File: config.mk
export PLATFORM = sky130hd
export DESIGN_NAME = fifo_page_replacement_core
export DESIGN_NICKNAME = d
export VERILOG_FILES = /design/src/rtl/fpr_pkg.sv /design/src/rtl/fifo_page_replacement_core.sv /design/src/rtl/fpr_ctrl.sv /design/src/rtl/fpr_datapath.sv
export VERILOG_INCLUDE_DIRS = /design/src /design/src/rtl
export SDC_FILE = /design/constraint.sdc
export NUM_CORES = 1
export LEC_CHECK = 0
export BUFFER_PORTS_ARGS = -buffer_cell sky130_fd_sc_hd__buf_2
export CAP_MARGIN = 15
export CORE_MARGIN = 1.5
export CORE_UTILIZATION = 30
export DETAILED_ROUTE_END_ITERATION = 16
export GPL_TIMING_DRIVEN = 0
export PLACE_DENSITY_LB_ADDON = 0.12
export SLEW_MARGIN = 10
export SYNTH_ARGS = -nofsm -noshare
export SYNTH_HDL_FRONTEND = slang
export SYNTH_HIERARCHICAL = 1
export SYNTH_SLANG_ARGS = --single-unit
export TNS_END_PERCENT = 50
File: constraint.sdc
create_clock -name clk_i -period 5.4 [get_ports clk_i]
set_input_delay 1.08 -clock clk_i [delete_from_list [all_inputs] [get_ports clk_i]]
set_output_delay 1.08 -clock clk_i [all_outputs]
set_load 0.02 [all_outputs]
File: src/rtl/fifo_page_replacement_core_macros.svh
// ---------------------------------------------------------------------------
// FIFO page replacement core - assertion macros
// Implication checks on the rising clock edge, disabled while in reset.
// ---------------------------------------------------------------------------
`ifndef FIFO_PAGE_REPLACEMENT_CORE_MACROS_SVH
`define FIFO_PAGE_REPLACEMENT_CORE_MACROS_SVH

`ifndef NO_ASSERTIONS
// same-cycle implication
`define FPR_ASSERT_IMP(lbl, clk, rstn, ante, cons) \
  lbl: assert property (@(posedge clk) disable iff (!rstn) (ante) |-> (cons)) \
    else $error("fpr: same-cycle check failed");
// next-cycle implication
`define FPR_ASSERT_NXT(lbl, clk, rstn, ante, cons) \
  lbl: assert property (@(posedge clk) disable iff (!rstn) (ante) |=> (cons)) \
    else $error("fpr: next-cycle check failed");
`else
`define FPR_ASSERT_IMP(lbl, clk, rstn, ante, cons)
`define FPR_ASSERT_NXT(lbl, clk, rstn, ante, cons)
`endif

`endif

File: src/rtl/fpr_pkg.sv
// ---------------------------------------------------------------------------
// FIFO page replacement package
// Shared constants and the controller-to-datapath command type.
// ---------------------------------------------------------------------------
package fpr_pkg;

  // default sizing
  localparam int FramesDef   = 16;
  localparam int PageBitsDef = 16;

  // register and counter widths
  localparam int CfgW   = 5;
  localparam int CountW = 32;

  localparam logic [CfgW-1:0]   ResidentSizeRst = 5'd4;
  localparam logic [CountW-1:0] CountMax        = {CountW{1'b1}};

  // commands from controller to datapath
  typedef struct packed {
    logic capture;  // latch the incoming page number
    logic execute;  // look up, update frames and counts, load result
  } cmd_t;

endpackage

File: src/rtl/fifo_page_replacement_core.sv
// ---------------------------------------------------------------------------
// FIFO page replacement core
// Top level: controller and datapath, plus interface checks.
// ---------------------------------------------------------------------------
// Each accepted page access gives one result: hit flag, evicted page (if
// any) and the saturating hit and fault totals after that access. One
// access is handled at a time, in order: the page is taken, then the
// parallel compare over all frames and the frame update run, then the
// result is presented and held while the output is stalled. The
// resident size register may be written at any time the block is idle;
// zero acts as one and values above FRAMES act as FRAMES. Occupancy bits
// clear at reset, so no clearing pass is needed.
`include "fifo_page_replacement_core_macros.svh"

module fifo_page_replacement_core #(
  parameter int FRAMES    = fpr_pkg::FramesDef,
  parameter int PAGE_BITS = fpr_pkg::PageBitsDef
) (
  input  logic                       clk_i,
  input  logic                       rst_ni,
  input  logic                       cfg_we_i,
  input  logic [fpr_pkg::CfgW-1:0]   cfg_wdata_i,
  input  logic                       in_valid_i,
  output logic                       in_stall_o,
  input  logic [PAGE_BITS-1:0]       page_number_i,
  output logic                       out_valid_o,
  input  logic                       out_stall_i,
  output logic                       hit_o,
  output logic                       evicted_valid_o,
  output logic [PAGE_BITS-1:0]       evicted_page_o,
  output logic [fpr_pkg::CountW-1:0] hit_total_o,
  output logic [fpr_pkg::CountW-1:0] miss_total_o
);
  import fpr_pkg::*;

  cmd_t cmd;

  fpr_ctrl u_ctrl (
    .clk_i       (clk_i),
    .rst_ni      (rst_ni),
    .in_valid_i  (in_valid_i),
    .in_stall_o  (in_stall_o),
    .out_valid_o (out_valid_o),
    .out_stall_i (out_stall_i),
    .cmd_o       (cmd)
  );

  fpr_datapath #(
    .FRAMES    (FRAMES),
    .PAGE_BITS (PAGE_BITS)
  ) u_datapath (
    .clk_i           (clk_i),
    .rst_ni          (rst_ni),
    .cmd_i           (cmd),
    .cfg_we_i        (cfg_we_i),
    .cfg_wdata_i     (cfg_wdata_i),
    .page_number_i   (page_number_i),
    .hit_o           (hit_o),
    .evicted_valid_o (evicted_valid_o),
    .evicted_page_o  (evicted_page_o),
    .hit_total_o     (hit_total_o),
    .miss_total_o    (miss_total_o)
  );

  // an eviction only happens on a fault
  `FPR_ASSERT_IMP(a_evict_on_fault, clk_i, rst_ni, out_valid_o && evicted_valid_o, !hit_o)
  // evicted page reads zero when nothing was evicted
  `FPR_ASSERT_IMP(a_evp_zero, clk_i, rst_ni, out_valid_o && !evicted_valid_o, evicted_page_o == '0)
  // an input transfer makes the block busy
  `FPR_ASSERT_NXT(a_busy_after_in, clk_i, rst_ni, in_valid_i && !in_stall_o, in_stall_o)
  // exactly one result per access
  `FPR_ASSERT_NXT(a_one_result, clk_i, rst_ni, out_valid_o && !out_stall_i, !out_valid_o)

endmodule

File: src/rtl/fpr_ctrl.sv
// ---------------------------------------------------------------------------
// FIFO page replacement controller
// Sequences one access at a time: capture, execute, present result.
// ---------------------------------------------------------------------------
module fpr_ctrl (
  input  logic          clk_i,
  input  logic          rst_ni,
  input  logic          in_valid_i,
  output logic          in_stall_o,
  output logic          out_valid_o,
  input  logic          out_stall_i,
  output fpr_pkg::cmd_t cmd_o
);
  import fpr_pkg::*;

  localparam logic [1:0] StIdle = 2'd0;
  localparam logic [1:0] StExec = 2'd1;
  localparam logic [1:0] StDone = 2'd2;

  logic [1:0] state_q, state_d;

  // next state
  always_comb begin
    state_d = state_q;
    case (state_q)
      StIdle: begin
        if (in_valid_i) state_d = StExec;
      end
      StExec: begin
        state_d = StDone;
      end
      StDone: begin
        if (!out_stall_i) state_d = StIdle;
      end
      default: begin
        state_d = StIdle;
      end
    endcase
  end

  always_ff @(posedge clk_i or negedge rst_ni) begin
    if (!rst_ni) begin
      state_q <= StIdle;
    end else begin
      state_q <= state_d;
    end
  end

  // handshake and commands
  assign in_stall_o    = (state_q != StIdle);
  assign out_valid_o   = (state_q == StDone);
  assign cmd_o.capture = in_valid_i && (state_q == StIdle);
  assign cmd_o.execute = (state_q == StExec);

endmodule

File: src/rtl/fpr_datapath.sv
// ---------------------------------------------------------------------------
// FIFO page replacement datapath
// Frame store with parallel compare, oldest pointer, fill count, counters.
// ---------------------------------------------------------------------------
module fpr_datapath #(
  parameter int FRAMES    = fpr_pkg::FramesDef,
  parameter int PAGE_BITS = fpr_pkg::PageBitsDef
) (
  input  logic                      clk_i,
  input  logic                      rst_ni,
  input  fpr_pkg::cmd_t             cmd_i,
  input  logic                      cfg_we_i,
  input  logic [fpr_pkg::CfgW-1:0]  cfg_wdata_i,
  input  logic [PAGE_BITS-1:0]      page_number_i,
  output logic                      hit_o,
  output logic                      evicted_valid_o,
  output logic [PAGE_BITS-1:0]      evicted_page_o,
  output logic [fpr_pkg::CountW-1:0] hit_total_o,
  output logic [fpr_pkg::CountW-1:0] miss_total_o
);
  import fpr_pkg::*;

  localparam int PtrW  = (FRAMES > 1) ? $clog2(FRAMES) : 1;
  localparam int FillW = $clog2(FRAMES + 1);
  localparam int SumW  = ((PtrW > FillW) ? PtrW : FillW) + 1;

  logic [CfgW-1:0]      size_q;
  logic [PAGE_BITS-1:0] page_q;
  logic [PAGE_BITS-1:0] frame_q [FRAMES];
  logic [FRAMES-1:0]    valid_q, valid_d;
  logic [PtrW-1:0]      oldest_q;
  logic [FillW-1:0]     fill_q;
  logic [CountW-1:0]    hit_cnt_q, miss_cnt_q;
  logic                 hit_q, ev_q;
  logic [PAGE_BITS-1:0] evp_q;

  logic [FRAMES-1:0]    match;
  logic                 found, evict;
  logic [FillW-1:0]     eff_size, fill_m;
  logic [PtrW-1:0]      oldest_inc, base, tail;
  logic [SumW-1:0]      tail_sum;
  logic [PAGE_BITS-1:0] victim;

  // resident size register
  always_ff @(posedge clk_i or negedge rst_ni) begin
    if (!rst_ni) begin
      size_q <= ResidentSizeRst;
    end else if (cfg_we_i) begin
      size_q <= cfg_wdata_i;
    end
  end

  // incoming page
  always_ff @(posedge clk_i) begin
    if (cmd_i.capture) page_q <= page_number_i;
  end

  // size clamped to 1..FRAMES
  always_comb begin
    if (size_q == '0) begin
      eff_size = FillW'(1);
    end else if (int'(size_q) > FRAMES) begin
      eff_size = FillW'(FRAMES);
    end else begin
      eff_size = FillW'(size_q);
    end
  end

  // fully associative compare over the resident frames
  always_comb begin
    for (int i = 0; i < FRAMES; i++) begin
      match[i] = valid_q[i] && (frame_q[i] == page_q);
    end
  end

  assign found  = |match;
  assign evict  = !found && (fill_q >= eff_size);
  assign victim = frame_q[oldest_q];

  // pointer arithmetic, wrapping at FRAMES
  assign oldest_inc = (oldest_q == PtrW'(FRAMES - 1)) ? '0 : oldest_q + PtrW'(1);
  assign base       = evict ? oldest_inc : oldest_q;
  assign fill_m     = fill_q - FillW'(evict);
  assign tail_sum   = SumW'(base) + SumW'(fill_m);
  assign tail       = (tail_sum >= SumW'(FRAMES)) ? PtrW'(tail_sum - SumW'(FRAMES))
                                                  : PtrW'(tail_sum);

  // frame contents, no reset
  always_ff @(posedge clk_i) begin
    if (cmd_i.execute && !found) frame_q[tail] <= page_q;
  end

  // next occupancy: clear the evicted slot, then mark the tail
  always_comb begin
    valid_d = valid_q;
    if (cmd_i.execute && !found) begin
      if (evict) valid_d[oldest_q] = 1'b0;
      // set after clear: tail may be the slot just vacated
      valid_d[tail] = 1'b1;
    end
  end

  // occupancy, pointer and counters
  always_ff @(posedge clk_i or negedge rst_ni) begin
    if (!rst_ni) begin
      valid_q    <= '0;
      oldest_q   <= '0;
      fill_q     <= '0;
      hit_cnt_q  <= '0;
      miss_cnt_q <= '0;
    end else begin
      valid_q <= valid_d;
      if (cmd_i.execute) begin
        if (found) begin
          if (hit_cnt_q != CountMax) hit_cnt_q <= hit_cnt_q + CountW'(1);
        end else begin
          if (evict) oldest_q <= oldest_inc;
          fill_q <= fill_m + FillW'(1);
          if (miss_cnt_q != CountMax) miss_cnt_q <= miss_cnt_q + CountW'(1);
        end
      end
    end
  end

  // result register
  always_ff @(posedge clk_i) begin
    if (cmd_i.execute) begin
      hit_q <= found;
      ev_q  <= evict;
      evp_q <= evict ? victim : '0;
    end
  end

  assign hit_o           = hit_q;
  assign evicted_valid_o = ev_q;
  assign evicted_page_o  = evp_q;
  assign hit_total_o     = hit_cnt_q;
  assign miss_total_o    = miss_cnt_q;

endmodule
==> qor.yml, run 1 <==
run_status:
  status: "complete, no violations"
power_and_ir_drop:
  power_density_mw_per_mm2: 544.5
  p_leak_nw: 8.693
  finalPower_mw: 12.73
  peakVddDrop_mv: 0.2831
critical_path:
  required_ns: 5.69
  criticalPathCategory: "flop to flop"
  cp-start-kind: "flop"
  critPathMaxFanout: 11
  crit_path_end_kind: "flop"
  cp_data_arrival_time_ns: 5.60
sta:
  hold_viol_final: 0
  slew_headroom_pct: 22.42
  tightest_slew_ns: 1.164
  final-setup-viol-count: 0
  skew_ns: 0.02532
  maxSlewViolCount: 0
  fmax_mhz: 188.3
  fin_setup_tns_ns: 0
  period_needed_ns: 5.311
  rsz0062_at_grt: "true"
  post-route-period-util_pct: 98.36
  fin_hold_ws_ns: 0.3403
route:
  routed_via_density: 5.028
  drt-total-wl_um: 63740
  detail_route.wl_per_cell_um: 26.34
  via_count: 12170
  drtAntennaViolNets: 0
  drcViolationCount: 0
  drtPass1Iterations: 5
  drt_iter0_drc: 1235
cells_and_area:
  diodes: 0
  drive_gt1_share_pct: 29.50
  finalNetCount: 1588
  layout.cells.non_filler: 2420
  fillers: 5884
  synthToLayoutAreaGrowth_pct: 24.19
  stdcell_area_mm2: 0.02338
clocking:
  ctsRootBufferMaster: "clkbuf_16"
  clock-sinks: 386
  clockBufferDepth: 3
  cts_tree: "built"
  cts_max_level: 2
  clk_latency_ns: 0.60
  path_clk_slew_ns: 0.06
  hold_buffers: 0
  cts_buffers: 46
hold_path:
  hold_path_class: "input pin to async pin"
global_routing:
  grt_use_total_pct: 19.88
  grt_pass1_vias: 12030
  grt_start_max_net_pins: 78
  grt_overflow: 0
  antenna_found_initial: 7
  grt_pass1_wl_um: 89750
flow_run:
  max-cap-violations: 0
logic_synthesis:
  synth.avg_cell_area_um2: 14.60
  ys.flop_type: "edfxtp_1"
  ys_seq_area_share_pct: 59.01
  ys_seq_elements: 386
  yosys_warnings: 6
  syn_area_mm2: 0.01883
  synth_cell_types: 47
  synth-edff-count: 290
  postSynth.asyncResetShare_pct: 24.87
  syn_nets: 1333
  synthCells: 1290
floorplanning:
  start_util_pct: 30.46
  io-pin-count: 110
  rows: 91
  design.core.area_mm2: 0.06183
  die_x_um: 253.5
  dieArea_mm2: 0.06428
  die_h_um: 253.5
placement:
  gp_congestion: 0.8762
  port_buffers: 109
  dpl.cell_count: 2275
  detailed_place_hpwl_um: 48040
  dpl-instance-area_mm2: 0.02090
worst paths after layout:
check | start | to | slack [ns] | cells after the start
max | u_datapath/page_q[10]$_DFFE_PP_ | u_datapath/frame_q[8][11]$_DFFE_PP_ | 0.09 | 25
min | rst_ni | u_datapath/hit_total_o[9]$_DFFE_PN0P_ | 0.34 | 1
max reg2reg | u_datapath/page_q[10]$_DFFE_PP_ | u_datapath/frame_q[8][11]$_DFFE_PP_ | 0.09 | 25
min reg2reg | u_datapath/fill_q[4]$_DFFE_PN0P_ | u_datapath/fill_q[4]$_DFFE_PN0P_ | 0.48 | 1
max in group asynchronous | rst_ni | u_datapath/size_q[2]$_DFFE_PN1P_ | 4.40 | 2
min in group clk_i | u_datapath/fill_q[4]$_DFFE_PN0P_ | u_datapath/fill_q[4]$_DFFE_PN0P_ | 0.48 | 1
cell usage after synthesis, drive strengths merged (21+ instances only):
master / n / area (um^2)
edfxtp: 290 / 8708
xor2: 264 / 2312
dfrtp: 95 / 2377
mux4: 80 / 1802
xnor2: 65 / 569.3
nand2: 61 / 229.0
nor4: 56 / 377.9
buf: 47 / 369.1
nor3: 47 / 240.2
nand4: 40 / 250.2
nand3: 31 / 160.1
inv: 21 / 78.83
o31ai: 21 / 157.7
cells in the final DEF (no fill, tap or decap), drive strengths merged, types with 4 or more instances in the layout:
master  count
a21o        6
and2       18
and3       20
and4        4
buf       251
clkbuf     83
clkinv     20
dfrtp      95
edfxtp    290
ha         16
inv        23
mux2       11
mux4       80
nand2      61
nand2b      5
nand3      31
nand4      40
nor2       20
nor2b       4
nor3       47
nor4       56
o21ai      18
o22ai       9
o31ai      21
xnor2      65
xor2      264
worst max-delay path, stage by stage, from the launching register on:
cell and delay (ns):
edfxtp_1 0.51, buf_6 0.19, buf_8 0.15, xor2_1 0.19, nor4_2 0.41, nand4_1 0.31, o22ai_2 0.30, nor4_4 0.07
buf_4 0.17, nand3_4 0.10, clkinv_4 0.09, clkbuf_8 0.17, ha_2 0.20, ha_4 0.17, nand2b_1 0.19, nand2_2 0.12
ha_4 0.22, nand2_2 0.11, nor4_4 0.06, mux2i_1 0.16, buf_4 0.15, a211oi_4 0.07, clkbuf_4 0.19, buf_4 0.15
nor3_4 0.30, buf_4 0.24
cell type report:
type / instances / area [um^2] / area share, %
clock buffers: 61 / 1300 / 5.559
well taps: 837 / 1047 / 4.479
flip-flops and latches: 386 / 11110 / 47.52
inverters: 22 / 87.58 / 0.3746
multi-input cells: 815 / 7626 / 32.61
repair buffers: 207 / 1506 / 6.442
clock inverters: 25 / 210.2 / 0.8989
plain buffers: 67 / 494.2 / 2.114
registers in the layout, indices dropped and copies added (netlist names):
signal and count:
u_datapath/fill_q 5, u_datapath/oldest_q 4, u_datapath/hit_o 1, u_datapath/evicted_valid_o 1, u_datapath/page_q 16, u_datapath/size_q 5, u_datapath/frame_q 256, u_datapath/evicted_page_o 16
u_datapath/miss_total_o 32, u_datapath/valid_q 16, u_datapath/hit_total_o 32, u_ctrl/state_q 2
where the power goes:
group / total (mW) / switching, mW / internal [mW]
combinational: 5.35 / 3.25 / 2.10
sequential: 4.27 / 0.361 / 3.91
clock: 3.12 / 1.28 / 1.84
total: 12.7 / 4.89 / 7.84
metrics by stage:
step | setup WS, ns | utilization [%]
floorplan | -0.1832 | -
global placement | -3.838 | 33.03
detailed placement | -2.322 | 33.80
CTS | 0.06982 | 37.46
global route | -0.04001 | 37.82
finish | 0.08869 | 37.82
routing by layer:
layer | global-route usage [%] | up-vias | part of all wire [%]
li1 | - | 5340 | -
met2 | 32.49 | 409 | 48
met4 | 6.775 | 0 | 3.1
met3 | 3.401 | 83 | 6.1
met5 | 0 | - | 0
met1 | 26.66 | 6335 | 43
cells by family after synthesis:
group | share of synthesized area (%)
buffers and inverters | 2.798
multiplexers | 10.39
flip-flops | 59.01
AND/OR/NAND/NOR | 9.110
AO/OA/AOI/OAI | 2.219
adder cells (fa/ha/maj) | 1.170
XOR/XNOR | 15.30
what timing repair did:
item / 4_1_cts / 5_1_grt
setup endpoints to repair: 274 / 242
buffers inserted: 45 / 15
gates cloned: 1 / 2
gates resized for setup: 66 / 23
pin swaps: 24 / 10
(Power assumes the default switching activity.)
==> inputs of run 2 (changes only) <==
ABC_CLOCK_PERIOD_IN_PS = 5400   (was default)
RECOVER_POWER = 100   (was default)
==> run 2 against run 1 <==
The run now ends with max-capacitance violations, max-slew violations left. Combinational power is essentially flat. Sequential power is essentially flat. First-iteration DRC count down 4.0%. Clock power hardly changed. Final cell count about the same. Clock-buffer cell count stayed put. Sequential share of layout area rose by 0.17 points. Design area shrank 0.35%. Core utilization shrank 0.13 points. Via count barely moved. Critical path depth grew 1. Critical endpoint unchanged. Largest power group unchanged. Highest routed layer unchanged.
==> qor.yml, run 2 (synthesis results as in run 1) <==
run_status:
  status: "finished, violations left"
  violations: "max-capacitance violations, max-slew violations"
critical_path:
  slowest_delay_ns: 0.41  # -0.10 ns
  required_ns: 5.69  # about the same
  worstReg2RegStart: "u_datapath/page_q[5]$_DFFE_PP_"
  criticalPathCategory: "flop to flop"
  cp-start-kind: "flop"
  slowest_stage: "edfxtp_1"
  r2r-end: "u_datapath/frame_q[8][11]$_DFFE_PP_"
  r2r_slack_ns: 0.09  # about the same
  crit_family: "buffers and inverters"
  crit_path_end_kind: "flop"
  reg2regPathDepth: 26  # +4.0%
  critPathMaxFanout: 11  # unchanged
  path_buf_inv: 10  # +1
  cp_data_arrival_time_ns: 5.60  # about the same
  cp_common_cell: "buf_4"
global_routing:
  grt_use_total_pct: 19.88  # unchanged
  grt_start_max_net_pins: 78  # unchanged
  grt_pass1_vias: 12030  # unchanged
  grt_overflow: 0  # unchanged
  grt_pass1_wl_um: 89750  # unchanged
  antenna_found_initial: 7  # unchanged
route:
  routed_via_density: 5.025  # about the same
  drt-total-wl_um: 63770  # about the same
  drtPass1Iterations: 5  # unchanged
  via_count: 12170  # -0.016%
  drcViolationCount: 0  # unchanged
  drtAntennaViolNets: 0  # unchanged
  drt_iter0_drc: 1185  # -4.0%
  detail_route.wl_per_cell_um: 26.34  # about the same
floorplanning:
  design.core.area_mm2: 0.06183  # unchanged
  rows: 91  # unchanged
  dieArea_mm2: 0.06428  # unchanged
  die_h_um: 253.5  # unchanged
  die_x_um: 253.5  # unchanged
  start_util_pct: 30.46  # unchanged
  io-pin-count: 110  # unchanged
clocking:
  cts_buffers: 46  # unchanged
  clock-sinks: 386  # unchanged
  cts_max_level: 2  # unchanged
  cts_tree: "built"
  clk_latency_ns: 0.60  # about the same
  clockBufferDepth: 3  # unchanged
  path_clk_slew_ns: 0.06  # about the same
  ctsRootBufferMaster: "clkbuf_16"
  hold_buffers: 0  # unchanged
hold_path:
  hold_start: "u_datapath/fill_q[4]$_DFFE_PN0P_"
  min_path_cells: 1
  hold_path_class: "flop to flop"
  whs_endpoint: "u_datapath/fill_q[4]$_DFFE_PN0P_"
sta:
  hold_viol_final: 0  # unchanged
  skew_ns: 0.02287  # -0.002448 ns
  maxSlewViolCount: 78  # +78
  period_needed_ns: 5.307  # -0.004068 ns
  slew_headroom_pct: -31.51  # -54 points
  fmax_mhz: 188.4  # about the same
  final-setup-viol-count: 0  # unchanged
  rsz0062_at_grt: "true"
  post-route-period-util_pct: 98.28  # about the same
  fin_setup_tns_ns: 0  # unchanged
  tightest_slew_ns: 1.973  # +0.8089 ns
cells_and_area:
  largest_register_ff_count: 256  # unchanged
  layout.cells.non_filler: 2421  # +0.041%
  final_common_cell: "edfxtp_1"
  drive_gt1_share_pct: 28.49  # -1.0 points
  finalNetCount: 1588  # unchanged
  final_cell_mix: "edfxtp_1, xor2_1, buf_2, dfrtp_1, mux4_2"
  synthToLayoutAreaGrowth_pct: 23.76
  regMostFlops: "u_datapath/frame_q"
placement:
  dpl.cell_count: 2275  # unchanged
  port_buffers: 109  # unchanged
  detailed_place_hpwl_um: 48040  # unchanged
  gp_congestion: 0.8762  # unchanged
flow_run:
  max-cap-violations: 1  # +1
power_and_ir_drop:
  p_leak_nw: 8.625  # -0.78%
  peakVddDrop_mv: 0.2828  # -0.11%
  power_density_mw_per_mm2: 545.9  # +0.25%
run 2: what timing repair did:
item,in CTS,in global routing
gates resized for setup,66,23
cloned,1,2
endpoints found under the setup margin,274,242
buffers inserted,45,15
pin swaps,24,10
run 2: how the worst max path moves through the flow:
stage	startpoint	to	slack, ns	depth (start not counted)
after floorplan	u_datapath/size_q[2]$_DFFE_PN1P_	u_datapath/frame_q[10][0]$_DFFE_PP_	-0.18	23
after global placement	u_datapath/page_q[10]$_DFFE_PP_	u_datapath/frame_q[0][4]$_DFFE_PP_	-3.84	20
after detailed placement	u_datapath/page_q[10]$_DFFE_PP_	u_datapath/frame_q[1][3]$_DFFE_PP_	-2.32	23
after CTS	u_datapath/page_q[5]$_DFFE_PP_	u_datapath/frame_q[14][4]$_DFFE_PP_	0.07	26
after global routing	u_datapath/page_q[10]$_DFFE_PP_	u_datapath/frame_q[5][12]$_DFFE_PP_	-0.04	23
final	u_datapath/page_q[5]$_DFFE_PP_	u_datapath/frame_q[8][11]$_DFFE_PP_	0.09	26
run 2: power breakdown:
part	switching, mW	leakage (nW)	internal [mW]
combinational	3.25	3.98	2.08
sequential	0.359	3.90	3.91
clock	1.28	0.745	1.84
run 2: final cells by class:
| class | instances | area [um^2] |
|---|---|---|
| Sequential cell | 386 | 11110 |
| Clock buffer | 61 | 1300 |
| Multi-Input combinational cell | 815 | 7626 |
| Tap cell | 837 | 1047 |
| Antenna cell | 1 | 2.502 |
| Inverter | 22 | 87.58 |
| Timing Repair Buffer | 207 | 1423 |
| Clock inverter | 25 | 210.2 |
| Fill cell | 5891 | 38520 |
| Buffer | 67 | 494.2 |
run 2: per-layer routing:
layer | global-route usage (%) | vias to the layer above | share of wire, %
li1 | - | 5340 | -
met1 | 26.66 | 6313 | 43
met2 | 32.49 | 427 | 48
met3 | 3.401 | 85 | 6.5
met4 | 6.775 | 0 | 3.2
met5 | 0 | - | 0
run 2: per-stage QoR:
step	hold WS, ns	utilization (%)	instance area (um^2)	setup WS [ns]	power (mW)
after floorplan	0.4470	-	18830	-0.1832	6.974
after global placement	0.4658	33.03	20420	-3.838	8.716
after detailed placement	0.4771	33.80	20900	-2.322	8.892
after CTS	0.3187	37.46	23160	0.06982	12.60
after global routing	0.4884	37.69	23300	-0.04000	13.26
final	0.4799	37.69	23300	0.09276	12.72
